<file path="config.mk">
export PLATFORM = sky130hd
export DESIGN_NAME = led_blink_code_sequencer
export DESIGN_NICKNAME = d
export VERILOG_FILES = /design/src/rtl/core/lbc_pkg.sv /design/src/rtl/core/lbc_csr.sv /design/src/rtl/core/led_blink_code_sequencer.sv
export SDC_FILE = /design/constraint.sdc
export NUM_CORES = 1
export LEC_CHECK = 0
export BUFFER_PORTS_ARGS = -buffer_cell sky130_fd_sc_hd__buf_2
export CORE_MARGIN = 2
export CORE_UTILIZATION = 46
export DETAILED_ROUTE_END_ITERATION = 6
export PLACE_DENSITY = 0.74
export SLEW_MARGIN = 10
export SYNTH_ARGS = -nofsm -noshare
export SYNTH_HDL_FRONTEND = slang
export SYNTH_SLANG_ARGS = --single-unit
</file>
<file path="constraint.sdc">
create_clock -name clock -period 9.25 [get_ports clock]
set_input_delay 0.925 -clock clock [delete_from_list [all_inputs] [get_ports clock]]
set_output_delay 0.925 -clock clock [all_outputs]
set_load 0.02 [all_outputs]
</file>
<file path="src/rtl/core/lbc_pkg.sv">
// ----------------------------------------------------------------------------
// lbc_pkg
// Shared types, segment durations and the blink pattern ROM for the LED
// blink-code sequencer.
// ----------------------------------------------------------------------------
package lbc_pkg;

   localparam int SEG_IDX_BITS = 4;
   localparam int DUR_BITS     = 12;

   // Operation codes carried in req_tuser
   localparam logic OP_TICK   = 1'b0;
   localparam logic OP_SELECT = 1'b1;

   // Mode codes
   localparam logic [1:0] MODE_NORMAL     = 2'd0;
   localparam logic [1:0] MODE_WIFI_CONN  = 2'd1;
   localparam logic [1:0] MODE_WIFI_ERR   = 2'd2;
   localparam logic [1:0] MODE_DATA_ERR   = 2'd3;

   // Segment durations in ms
   localparam logic [DUR_BITS-1:0] SHORT_MS      = 12'd200;
   localparam logic [DUR_BITS-1:0] LONG_MS       = 12'd600;
   localparam logic [DUR_BITS-1:0] PAUSE_MS      = 12'd1200;
   localparam logic [DUR_BITS-1:0] NORMAL_MS     = 12'd1500;
   localparam logic [DUR_BITS-1:0] DATA_PAUSE_MS = 12'd3000;

   // Register addresses (byte)
   localparam logic [2:0] ADDR_ACTIVE_LEVEL   = 3'd0;
   localparam logic [2:0] ADDR_INACTIVE_LEVEL = 3'd4;

   typedef struct packed {
      logic active_level;
      logic inactive_level;
   } levels_type;

   typedef struct packed {
      logic       advanced;
      logic [3:0] segment_number;
      logic       led_on;
      logic       pin_level;
   } rsp_type;

   typedef struct packed {
      logic [DUR_BITS-1:0] dur;
      logic                on;
   } seg_type;

   function automatic logic [SEG_IDX_BITS-1:0] seg_count(input logic [1:0] mode);
      logic [SEG_IDX_BITS-1:0] cnt;
      unique case (mode)
         MODE_NORMAL:    cnt = 4'd2;
         MODE_WIFI_CONN: cnt = 4'd4;
         MODE_WIFI_ERR:  cnt = 4'd9;
         MODE_DATA_ERR:  cnt = 4'd7;
         default:        cnt = 4'd2;
      endcase
      return cnt;
   endfunction

   // Entries past a pattern's end are never reached; they read as zero
   function automatic seg_type seg_rom(input logic [1:0] mode,
                                       input logic [SEG_IDX_BITS-1:0] idx);
      seg_type s;
      s = '{dur: '0, on: 1'b0};
      unique case (mode)
         MODE_NORMAL: begin
            unique case (idx)
               4'd0:    s = '{dur: NORMAL_MS, on: 1'b1};
               4'd1:    s = '{dur: NORMAL_MS, on: 1'b0};
               default: s = '{dur: '0, on: 1'b0};
            endcase
         end
         MODE_WIFI_CONN: begin
            unique case (idx)
               4'd0:    s = '{dur: SHORT_MS, on: 1'b1};
               4'd1:    s = '{dur: SHORT_MS, on: 1'b0};
               4'd2:    s = '{dur: SHORT_MS, on: 1'b1};
               4'd3:    s = '{dur: LONG_MS,  on: 1'b0};
               default: s = '{dur: '0, on: 1'b0};
            endcase
         end
         MODE_WIFI_ERR: begin
            unique case (idx)
               4'd0:    s = '{dur: SHORT_MS, on: 1'b1};
               4'd1:    s = '{dur: SHORT_MS, on: 1'b0};
               4'd2:    s = '{dur: SHORT_MS, on: 1'b1};
               4'd3:    s = '{dur: SHORT_MS, on: 1'b0};
               4'd4:    s = '{dur: LONG_MS,  on: 1'b1};
               4'd5:    s = '{dur: LONG_MS,  on: 1'b0};
               4'd6:    s = '{dur: LONG_MS,  on: 1'b1};
               4'd7:    s = '{dur: LONG_MS,  on: 1'b0};
               4'd8:    s = '{dur: PAUSE_MS, on: 1'b0};
               default: s = '{dur: '0, on: 1'b0};
            endcase
         end
         MODE_DATA_ERR: begin
            unique case (idx)
               4'd0:    s = '{dur: SHORT_MS,      on: 1'b1};
               4'd1:    s = '{dur: SHORT_MS,      on: 1'b0};
               4'd2:    s = '{dur: LONG_MS,       on: 1'b1};
               4'd3:    s = '{dur: LONG_MS,       on: 1'b0};
               4'd4:    s = '{dur: LONG_MS,       on: 1'b1};
               4'd5:    s = '{dur: LONG_MS,       on: 1'b0};
               4'd6:    s = '{dur: DATA_PAUSE_MS, on: 1'b0};
               default: s = '{dur: '0, on: 1'b0};
            endcase
         end
         default: s = '{dur: '0, on: 1'b0};
      endcase
      return s;
   endfunction

endpackage

</file>
<file path="src/rtl/core/lbc_csr.sv">
// ----------------------------------------------------------------------------
// lbc_csr
// APB-style register block holding the active and inactive pin levels.
// ----------------------------------------------------------------------------
module lbc_csr (
   input  logic                 clock,
   input  logic                 reset,
   input  logic                 csr_psel,
   input  logic                 csr_penable,
   input  logic                 csr_pwrite,
   input  logic [2:0]           csr_paddr,
   input  logic [31:0]          csr_pwdata,
   output logic [31:0]          csr_prdata,
   output logic                 csr_pready,
   output lbc_pkg::levels_type  levels
);
   import lbc_pkg::*;

   logic       wr_en;
   logic       active_ff, active_in;
   logic       inactive_ff, inactive_in;

   assign csr_pready = 1'b1;
   assign wr_en      = csr_psel && csr_penable && csr_pwrite && csr_pready;

   // paddr[2] picks the register; low bits are ignored
   always_comb begin
      active_in   = active_ff;
      inactive_in = inactive_ff;
      if (wr_en) begin
         if (csr_paddr[2] == ADDR_INACTIVE_LEVEL[2]) begin
            inactive_in = csr_pwdata[0];
         end else begin
            active_in = csr_pwdata[0];
         end
      end
   end

   always_ff @(posedge clock) begin
      if (reset) begin
         active_ff   <= 1'b1;
         inactive_ff <= 1'b0;
      end else begin
         active_ff   <= active_in;
         inactive_ff <= inactive_in;
      end
   end

   assign csr_prdata = (csr_paddr[2] == ADDR_INACTIVE_LEVEL[2]) ?
                       {31'd0, inactive_ff} : {31'd0, active_ff};

   assign levels.active_level   = active_ff;
   assign levels.inactive_level = inactive_ff;

endmodule

</file>
<file path="src/rtl/core/led_blink_code_sequencer.sv">
// ----------------------------------------------------------------------------
// led_blink_code_sequencer
// Status LED blink-code generator with four fixed patterns.
// ----------------------------------------------------------------------------
// Usage:
//  - req channel: one transaction per item. req_tuser[0] is the op (0 = 1 ms
//    tick, 1 = mode select), req_tdata[1:0] the mode for a select.
//  - rsp channel: exactly one result transaction per request, in order.
//  - csr port: APB-style; active_level at 0x0, inactive_level at 0x4.
//    Write only while the block is idle.
// Result: registered, shown on rsp in the cycle after its request is taken.
// Throughput: one item per cycle, limited only by the single result register.
// A tick or select updates the elapsed counter and segment index in the
// same cycle it is accepted; the pattern ROM is a small constant lookup.
// Reset: no pattern runs; ticks do nothing and the pin reads inactive until
// the first select. Levels reset to active = 1, inactive = 0.
// Stall: when rsp is held off, the result register keeps its transaction and
// req_tready drops until it is taken; nothing is lost or repeated.
// ----------------------------------------------------------------------------
module led_blink_code_sequencer #(
   parameter int ELAPSED_BITS = 12
) (
   input  logic        clock,
   input  logic        reset,
   // request channel
   input  logic        req_tvalid,
   output logic        req_tready,
   input  logic [7:0]  req_tdata,   // [1:0] mode, [7:2] zero
   input  logic [0:0]  req_tuser,   // [0] op
   // result channel
   output logic        rsp_tvalid,
   input  logic        rsp_tready,
   output logic [7:0]  rsp_tdata,   // [0] pin_level, [1] led_on,
                                    // [5:2] segment_number, [6] advanced, [7] zero
   // configuration port
   input  logic        csr_psel,
   input  logic        csr_penable,
   input  logic        csr_pwrite,
   input  logic [2:0]  csr_paddr,
   input  logic [31:0] csr_pwdata,
   output logic [31:0] csr_prdata,
   output logic        csr_pready
);
   import lbc_pkg::*;

   levels_type levels;

   lbc_csr u_csr (
      .clock       (clock),
      .reset       (reset),
      .csr_psel    (csr_psel),
      .csr_penable (csr_penable),
      .csr_pwrite  (csr_pwrite),
      .csr_paddr   (csr_paddr),
      .csr_pwdata  (csr_pwdata),
      .csr_prdata  (csr_prdata),
      .csr_pready  (csr_pready),
      .levels      (levels)
   );

   // sequencer state
   logic [ELAPSED_BITS-1:0] elapsed_ff, elapsed_in;
   logic [SEG_IDX_BITS-1:0] seg_idx_ff, seg_idx_in;
   logic [1:0]              mode_ff, mode_in;
   logic                    running_ff, running_in;

   // result register
   logic    rsp_valid_ff, rsp_valid_in;
   rsp_type rsp_data_ff, rsp_data_in;

   logic                    req_accept;
   logic                    op;
   logic [1:0]              req_mode;
   logic [SEG_IDX_BITS-1:0] cnt_cur;
   logic [SEG_IDX_BITS-1:0] idx_cur;
   logic [SEG_IDX_BITS-1:0] idx_next;
   logic [SEG_IDX_BITS-1:0] cnt_new;
   logic [SEG_IDX_BITS-1:0] idx_show;
   logic [ELAPSED_BITS-1:0] elapsed_inc;
   seg_type                 seg_cur;
   seg_type                 seg_new;
   logic                    adv;
   logic                    led_on;

   // result register frees up when empty or being drained
   assign req_tready = !rsp_valid_ff || rsp_tready;
   assign req_accept = req_tvalid && req_tready;
   assign op         = req_tuser[0];
   assign req_mode   = req_tdata[1:0];

   // current segment, guarded against an out-of-pattern index
   assign cnt_cur     = seg_count(mode_ff);
   assign idx_cur     = (seg_idx_ff >= cnt_cur) ? '0 : seg_idx_ff;
   assign seg_cur     = seg_rom(mode_ff, idx_cur);
   assign idx_next    = (SEG_IDX_BITS'(idx_cur + 4'd1) >= cnt_cur) ?
                        '0 : SEG_IDX_BITS'(idx_cur + 4'd1);
   // saturating ms counter
   assign elapsed_inc = (elapsed_ff == '1) ? elapsed_ff :
                        elapsed_ff + ELAPSED_BITS'(1);

   always_comb begin
      elapsed_in = elapsed_ff;
      seg_idx_in = seg_idx_ff;
      mode_in    = mode_ff;
      running_in = running_ff;
      adv        = 1'b0;
      if (req_accept) begin
         if (op == OP_SELECT) begin
            // reselecting the running mode is a no-op
            if (!running_ff || req_mode != mode_ff) begin
               mode_in    = req_mode;
               seg_idx_in = '0;
               elapsed_in = '0;
               running_in = 1'b1;
               adv        = 1'b1;
            end
         end else if (running_ff) begin
            if (elapsed_inc >= ELAPSED_BITS'(seg_cur.dur)) begin
               seg_idx_in = idx_next;
               elapsed_in = '0;
               adv        = 1'b1;
            end else begin
               seg_idx_in = idx_cur;
               elapsed_in = elapsed_inc;
            end
         end
      end
   end

   // what the pin shows after this item
   assign cnt_new  = seg_count(mode_in);
   assign idx_show = (seg_idx_in >= cnt_new) ? '0 : seg_idx_in;
   assign seg_new  = seg_rom(mode_in, idx_show);
   assign led_on   = running_in && seg_new.on;

   always_comb begin
      rsp_valid_in = rsp_valid_ff;
      rsp_data_in  = rsp_data_ff;
      if (req_accept) begin
         rsp_valid_in               = 1'b1;
         rsp_data_in.pin_level      = led_on ? levels.active_level :
                                               levels.inactive_level;
         rsp_data_in.led_on         = led_on;
         rsp_data_in.segment_number = running_in ? seg_idx_in : '0;
         rsp_data_in.advanced       = adv;
      end else if (rsp_tready) begin
         rsp_valid_in = 1'b0;
      end
   end

   always_ff @(posedge clock) begin
      if (reset) begin
         elapsed_ff   <= '0;
         seg_idx_ff   <= '0;
         mode_ff      <= MODE_NORMAL;
         running_ff   <= 1'b0;
         rsp_valid_ff <= 1'b0;
      end else begin
         elapsed_ff   <= elapsed_in;
         seg_idx_ff   <= seg_idx_in;
         mode_ff      <= mode_in;
         running_ff   <= running_in;
         rsp_valid_ff <= rsp_valid_in;
      end
   end

   always_ff @(posedge clock) begin
      rsp_data_ff <= rsp_data_in;
   end

   assign rsp_tvalid = rsp_valid_ff;
   assign rsp_tdata  = {1'b0, rsp_data_ff};

   // ---------------------------------------------------------------------
   // assertions
   // ---------------------------------------------------------------------
   // idle sequencer keeps its counters cleared
   a_idle_clear: assert property (@(posedge clock) disable iff (reset)
      !running_ff |-> (elapsed_ff == '0 && seg_idx_ff == '0))
      else $error("idle sequencer has non-zero counters");

   // segment index stays inside the running pattern
   a_idx_range: assert property (@(posedge clock) disable iff (reset)
      seg_idx_ff < seg_count(mode_ff))
      else $error("segment index outside pattern");

   // elapsed time never reaches the segment duration without advancing
   a_elapsed_range: assert property (@(posedge clock) disable iff (reset)
      running_ff |-> (elapsed_ff < ELAPSED_BITS'(seg_rom(mode_ff, seg_idx_ff).dur)))
      else $error("elapsed time at or past segment duration");

   // an advancing item leaves the elapsed counter cleared
   a_adv_clears: assert property (@(posedge clock) disable iff (reset)
      (req_accept && adv) |=> (elapsed_ff == '0))
      else $error("advance did not clear elapsed time");

   // an accepted item always loads the result register
   a_rsp_loaded: assert property (@(posedge clock) disable iff (reset)
      req_accept |=> rsp_valid_ff)
      else $error("accepted transaction produced no result");

endmodule

</file>
==> results.sh, run 1 <==
export IMPL_yosys_area_share_simple=0.251
export IMPL_rsz0062_at_grt="no"
export IMPL_ant_nets=0
export IMPL_cp_max_fo=12
export IMPL_synthArstFlopShare=0
export IMPL_pin_count=94
export IMPL_min_period_over_period=0.793
export IMPL_coreArea_um2=5960
export IMPL_maxCapViolations=0
export IMPL_synth_compound_area_share=0.171
export IMPL_yosys_warnings=0
export IMPL_layout_common_cells="46 x nor2_1, 35 x ha_1, 33 x conb_1, 25 x nand2_1, 22 x dfxtp_1"
export IMPL_synth_top_family_by_area="simple AND/OR/NAND/NOR gates"
export IMPL_routed_wl_um=5470
export IMPL_diodes=0
export IMPL_via_per_inst=5.29
export IMPL_slowest_stage="o311a_1"
export IMPL_fin_worst_skew_ps=5.02
export IMPL_vias=2331
export IMPL_design_final_nets=451
export IMPL_cts_tree="yes"
export IMPL_synthXorXnorAreaFrac=0.0368
export IMPL_placementRows=28
export IMPL_max_freq_ghz=0.136
export IMPL_layout_drive_gt1_share=0.131
export IMPL_leakagePower_nw=1.42
export IMPL_cp_start_kind="register"
export IMPL_setup_viol=0
export IMPL_crit_path_end_kind="register"
export IMPL_drcViolationCount=0
export IMPL_final_setup_tns_ps=0
export IMPL_ys_flop_type="dfxtp_1"
export IMPL_clock_latency_ps=280
export IMPL_place_congestion=0.817
export IMPL_worstPathRequired_ps=9280
export IMPL_cts_sinks=29
export IMPL_critPathMostFrequentCell="ha_1"
export IMPL_post_cts_setup_buffers=0
export IMPL_grt_first_pass_wirelength_um=9110
export IMPL_grt_pass1_vias=2049
export IMPL_drt_pass1_iter_count=4
export IMPL_syn2layout_area_growth_pct=3.64
export IMPL_wl_per_cell_um=12.4
export IMPL_slowest_delay_ps=460
export IMPL_die_y_um=82.8
export IMPL_drtIter0Drc=113
export IMPL_grtUsageTotal=0.171
export IMPL_powerDensity_nw_per_um2=102
export IMPL_hold_viol=0
export IMPL_holdCritPathClass="register to register"
export IMPL_clockBufferDepth=2
export IMPL_cts_buffers=5
export IMPL_fill_cells=564
export IMPL_grt_max_degree=23
export IMPL_synth_distinct_cells=60
export IMPL_tightest_slew_ps=687
export IMPL_layout_min_cycle_time_ps=7340
export IMPL_portBuffers=21
export IMPL_hold_buffers=0
export IMPL_syn_area_per_cell_um2=8.15
export IMPL_synth_seq_area_share=0.228
export IMPL_path_class="register to register"
export IMPL_yosys_area_share_adder=0.153
export IMPL_die_area_um2=6850
export IMPL_final_common_cell="nor2_1"
export IMPL_grt_antenna_before_repair=0
export IMPL_clk_pin_slew_ps=60
export IMPL_synth_edf_count=7
export IMPL_grt_ovfl_total=0
export IMPL_slew_headroom=0.542
export IMPL_htree_levels=2
export IMPL_synth_cells=350
export IMPL_final_core_utilization=0.497
export IMPL_ys_seq_elements=29
export IMPL_dpl_hpwl_um=4230
export IMPL_syn_area_um2=2850
export IMPL_cts_root_buffer="clkbuf_8"
export IMPL_status="completed"
export IMPL_cts_resized=0
export IMPL_ir_drop_v=0.0000925
export IMPL_start_util=0.479
export IMPL_arrival_ps=7370
export IMPL_die_x_um=82.8
export IMPL_slew_viol_final=0
export IMPL_synthMuxAreaShare=0.0254
cells in the mapped netlist (all sizes together), types with 3 or more instances:
library cell   n  area, um2
and3           7       43.8
edfxtp         7        210
a21o           8       60.1
buf           36        272
nor2b          5       31.3
a22oi          7       52.6
or2            5       31.3
a21oi         18        105
nand3          8       45.0
inv           20       75.1
dfxtp         22        440
nor2          46        173
nand4         10       68.8
xor2           5       43.8
and2           5       31.3
mux2i          5       50.1
nand2         27        106
clkbuf         8       30.0
nand4b         3       26.3
ha            35        438
xnor2          7       61.3
nor3          11       71.3
nand2b         3       18.8
o21ai         11       55.1
power breakdown:
group,internal (mW),total (mW),switching [mW]
clock network,0.0605,0.107,0.0469
registers,0.133,0.135,0.00209
logic,0.0190,0.0601,0.0411
total,0.213,0.303,0.0900
final cells by class:
type / instances / area, um2 / area share
clock buffer: 8 / 90.1 / 0.0305
inverter: 20 / 75.1 / 0.0254
multi-input combinational: 288 / 1940 / 0.657
sequential: 29 / 651 / 0.220
tap: 75 / 93.8 / 0.0317
timing repair buffer: 21 / 105 / 0.0355
per-stage QoR:
step	std cells	hold WS [ps]	total power [mW]	worst slack (ps)	area, um2
after floorplan	381	450	0.197	2740	2970
after global placement	433	478	0.197	2130	2870
after detailed placement	433	471	0.198	2010	2870
after CTS	441	492	0.306	1990	2960
after global routing	441	509	0.319	1310	2960
final	441	489	0.303	1910	2960
path summary, 6_finish.rpt:
kind	from	depth (start not counted)	slack, ps	endpoint
min reg2reg	u_csr.active_ff$_SDFFE_PP1P_	1	490	u_csr.active_ff$_SDFFE_PP1P_
min	u_csr.active_ff$_SDFFE_PP1P_	1	490	u_csr.active_ff$_SDFFE_PP1P_
max	mode_ff[0]$_SDFF_PP0_	32	1910	rsp_tdata[0]$_DFFE_PP_
max reg2reg	mode_ff[0]$_SDFF_PP0_	32	1910	rsp_tdata[0]$_DFFE_PP_
flip-flops by register name, summed over array words and instances, names as in the netlist:
register / count
u_csr.active_ff: 1
elapsed_ff: 12
running_ff: 1
mode_ff: 2
rsp_tvalid: 1
u_csr.inactive_ff: 1
seg_idx_ff: 4
rsp_tdata: 7
per-layer routing:
| layer | global-route usage | wire [um] |
|---|---|---|
| met3 | 0.0402 | 329 |
| met5 | 0 | 0 |
| met2 | 0.289 | 2540 |
| met1 | 0.213 | 2520 |
| met4 | 0.0590 | 80 |
critical path, delay by kind of cell, from the launching register on:
kind,cells,cell delay (ps)
buf+inv,3,370
flops,1,440
mux,1,310
compound gates,13,2800
fa+ha+maj,5,1440
simple gates,10,1700
cells by family (layout without fill, tap and decap cells):
| family | Yosys count | count (layout) |
|---|---|---|
| adder cells (fa/ha/maj) | 35 | 35 |
| multiplexers | 7 | 7 |
| XOR/XNOR | 12 | 12 |
| AND/OR/NAND/NOR | 137 | 137 |
| other | 2 | 33 |
| AO/OA/AOI/OAI | 64 | 64 |
| flip-flops | 29 | 29 |
| buffers and inverters | 64 | 49 |
(Power assumes the default switching activity.)
==> run 2, diff against run 1 <==
- PLACE_DENSITY: 0.74 -> 0.77
- clock period: 9.25 -> 5.9 ns (I/O delays scaled with it)
==> run 2 against run 1 <==
  * The run now ends with setup timing left
  * Highest routed layer unchanged
  * Hold slack improved by 16 ps
  * Sequential share of layout area decreased by 3.5 points
  * Register-to-register slack got worse by 2000 ps
  * Utilization increased by 10 points
  * Global-route usage increased by 2.4 points
  * First-iteration DRC count increased by 9.7%
  * Die area unchanged
  * Largest cell class unchanged
  * Critical path depth unchanged
==> results.sh, run 2 (synthesis gave the netlist of run 1 again) <==
export IMPL_arrival_ps=6050
export IMPL_setup_viol=1
export IMPL_cts_root_buffer="clkbuf_8"
export IMPL_r2r_start="mode_ff[1]$_SDFF_PP0_"
export IMPL_wl_per_cell_um=13.1
export IMPL_violations="setup timing"
export IMPL_status="complete, but fails checks"
export IMPL_placementRows=28
export IMPL_layout_setup_ws_ps=-110
export IMPL_path_class="register to register"
export IMPL_grt_antenna_before_repair=0
export IMPL_die_area_um2=6850
export IMPL_critPathMostFrequentCell="ha_4"
export IMPL_timing_critical_path_buf_inv=5
export IMPL_design_final_nets=495
export IMPL_cts_sinks=29
export IMPL_dp_slack_ps=-309
export IMPL_grt_pass1_vias=2370
export IMPL_whs_endpoint="u_csr.active_ff$_SDFFE_PP1P_"
export IMPL_worstPathRequired_ps=5940
export IMPL_coreArea_um2=5960
export IMPL_hold_viol=0
export IMPL_rsz0062_at_grt="yes"
export IMPL_vias=2571
export IMPL_final_core_utilization=0.598
export IMPL_cp_max_fo=5
export IMPL_grt_ovfl_total=0
export IMPL_cts_buffers=5
export IMPL_slowest_delay_ps=380
export IMPL_layout_common_cells="44 x nor2_1, 42 x buf_4, 33 x conb_1, 24 x ha_1, 23 x nand2_1"
export IMPL_start_util=0.479
export IMPL_ir_drop_v=0.000156
export IMPL_max_freq_ghz=0.166
export IMPL_via_per_inst=5.30
export IMPL_r2r_cells=32
export IMPL_cp_start_kind="register"
export IMPL_final_common_cell="nor2_1"
export IMPL_crit_path_end_kind="register"
export IMPL_min_period_over_period=1.02
export IMPL_cts_tree="yes"
export IMPL_max_flop_register="elapsed_ff"
export IMPL_grt_first_pass_wirelength_um=10300
export IMPL_holdPathStages=1
export IMPL_place_congestion=0.913
export IMPL_clk_pin_slew_ps=60
export IMPL_powerDensity_nw_per_um2=144
export IMPL_grt_max_degree=23
export IMPL_ant_nets=0
export IMPL_crit_family="compound AO/OA/AOI/OAI gates"
export IMPL_drt_pass1_iter_count=4
export IMPL_slowest_stage="dfxtp_4"
export IMPL_worstReg2RegEnd="rsp_tdata[0]$_DFFE_PP_"
export IMPL_diodes=0
export IMPL_largest_register_ff_count=12
export IMPL_die_y_um=82.8
export IMPL_slew_headroom=0.662
export IMPL_drtIter0Drc=124
export IMPL_clockBufferDepth=2
export IMPL_syn2layout_area_growth_pct=24.9
export IMPL_maxCapViolations=0
export IMPL_htree_levels=2
export IMPL_portBuffers=21
export IMPL_leakagePower_nw=1.67
export IMPL_routed_wl_um=6340
export IMPL_drcViolationCount=0
export IMPL_die_x_um=82.8
export IMPL_layout_drive_gt1_share=0.320
export IMPL_layout_min_cycle_time_ps=6010
export IMPL_slew_viol_final=0
export IMPL_clock_latency_ps=290
export IMPL_grtUsageTotal=0.194
export IMPL_fin_worst_skew_ps=2.70
export IMPL_tightest_slew_ps=493
export IMPL_hold_start="u_csr.active_ff$_SDFFE_PP1P_"
export IMPL_pin_count=94
export IMPL_dpl_hpwl_um=4780
export IMPL_holdCritPathClass="register to register"
export IMPL_r2r_setup_slack_ps=-110
[run 2: cell types whose count changed in the layout (fill, tap and decap cells not counted), sizes merged]
cell / change
clkbuf: -1
buf: +44
clkinv: +1
[run 2: routing by layer]
| metal | global-route usage | share of wire | vias up |
|---|---|---|---|
| met4 | 0.0689 | 0.023 | 0 |
| met1 | 0.236 | 0.44 | 1195 |
| met5 | 0 | 0 | - |
| met2 | 0.348 | 0.50 | 76 |
| met3 | 0.0283 | 0.042 | 14 |
| li1 | - | - | 1286 |
[run 2: through the flow]
step	hold WS (ps)	instances	total power, mW	instance area [um2]	TNS [ps]
2_1_floorplan	450	381	0.313	3080	0
3_3_place_gp	465	467	0.320	3220	-167
3_5_place_dp	493	467	0.323	3220	-309
4_1_cts	513	481	0.515	3430	-162
5_1_grt	541	485	0.541	3560	-422
6_report	505	485	0.515	3560	-110
[run 2: report_power, final]
group	switching, mW	total, mW	internal (mW)
sequential	0.00356	0.212	0.209
clock	0.0759	0.181	0.105
combinational	0.0737	0.121	0.0477
total	0.153	0.515	0.362
[run 2: repair_timing]
item,in CTS,in global routing
hold buffers,0,0
endpoints found under the setup margin,2,2
resized for setup,15,19
buffers inserted,6,4
pin swaps,16,7
endpoints found under the hold margin,0,0
[run 2: worst register-to-register path, delay by kind of cell (launching register included)]
family / cells / cell delay [ps]
adders and majority gates: 5 / 1040
muxes: 1 / 300
DFF: 1 / 380
buffers and inverters: 5 / 410
and+or+nand+nor: 9 / 1380
AOI/OAI and AO/OA: 12 / 2260
[run 2: layout make-up]
| type | count | area [um2] |
|---|---|---|
| fill | 494 | 2390 |
| multi-input combinational | 288 | 2180 |
| sequential | 29 | 658 |
| timing repair buffer | 65 | 443 |
| clock buffer | 7 | 96.3 |
| tap | 75 | 93.8 |
| inverter | 20 | 82.6 |
| clock inverter | 1 | 5.00 |
[run 2: worst max-delay path by stage]
stage / from / to / slack, ps / depth (start not counted)
after floorplan: mode_ff[0]$_SDFF_PP0_ / rsp_tdata[0]$_DFFE_PP_ / 0.8 / 33
after global placement: mode_ff[1]$_SDFF_PP0_ / rsp_tdata[0]$_DFFE_PP_ / -170 / 29
after detailed placement: mode_ff[1]$_SDFF_PP0_ / rsp_tdata[0]$_DFFE_PP_ / -310 / 29
after CTS: mode_ff[0]$_SDFF_PP0_ / rsp_tdata[0]$_DFFE_PP_ / -160 / 31
after global routing: mode_ff[1]$_SDFF_PP0_ / rsp_tdata[0]$_DFFE_PP_ / -360 / 30
final: mode_ff[1]$_SDFF_PP0_ / rsp_tdata[0]$_DFFE_PP_ / -110 / 32
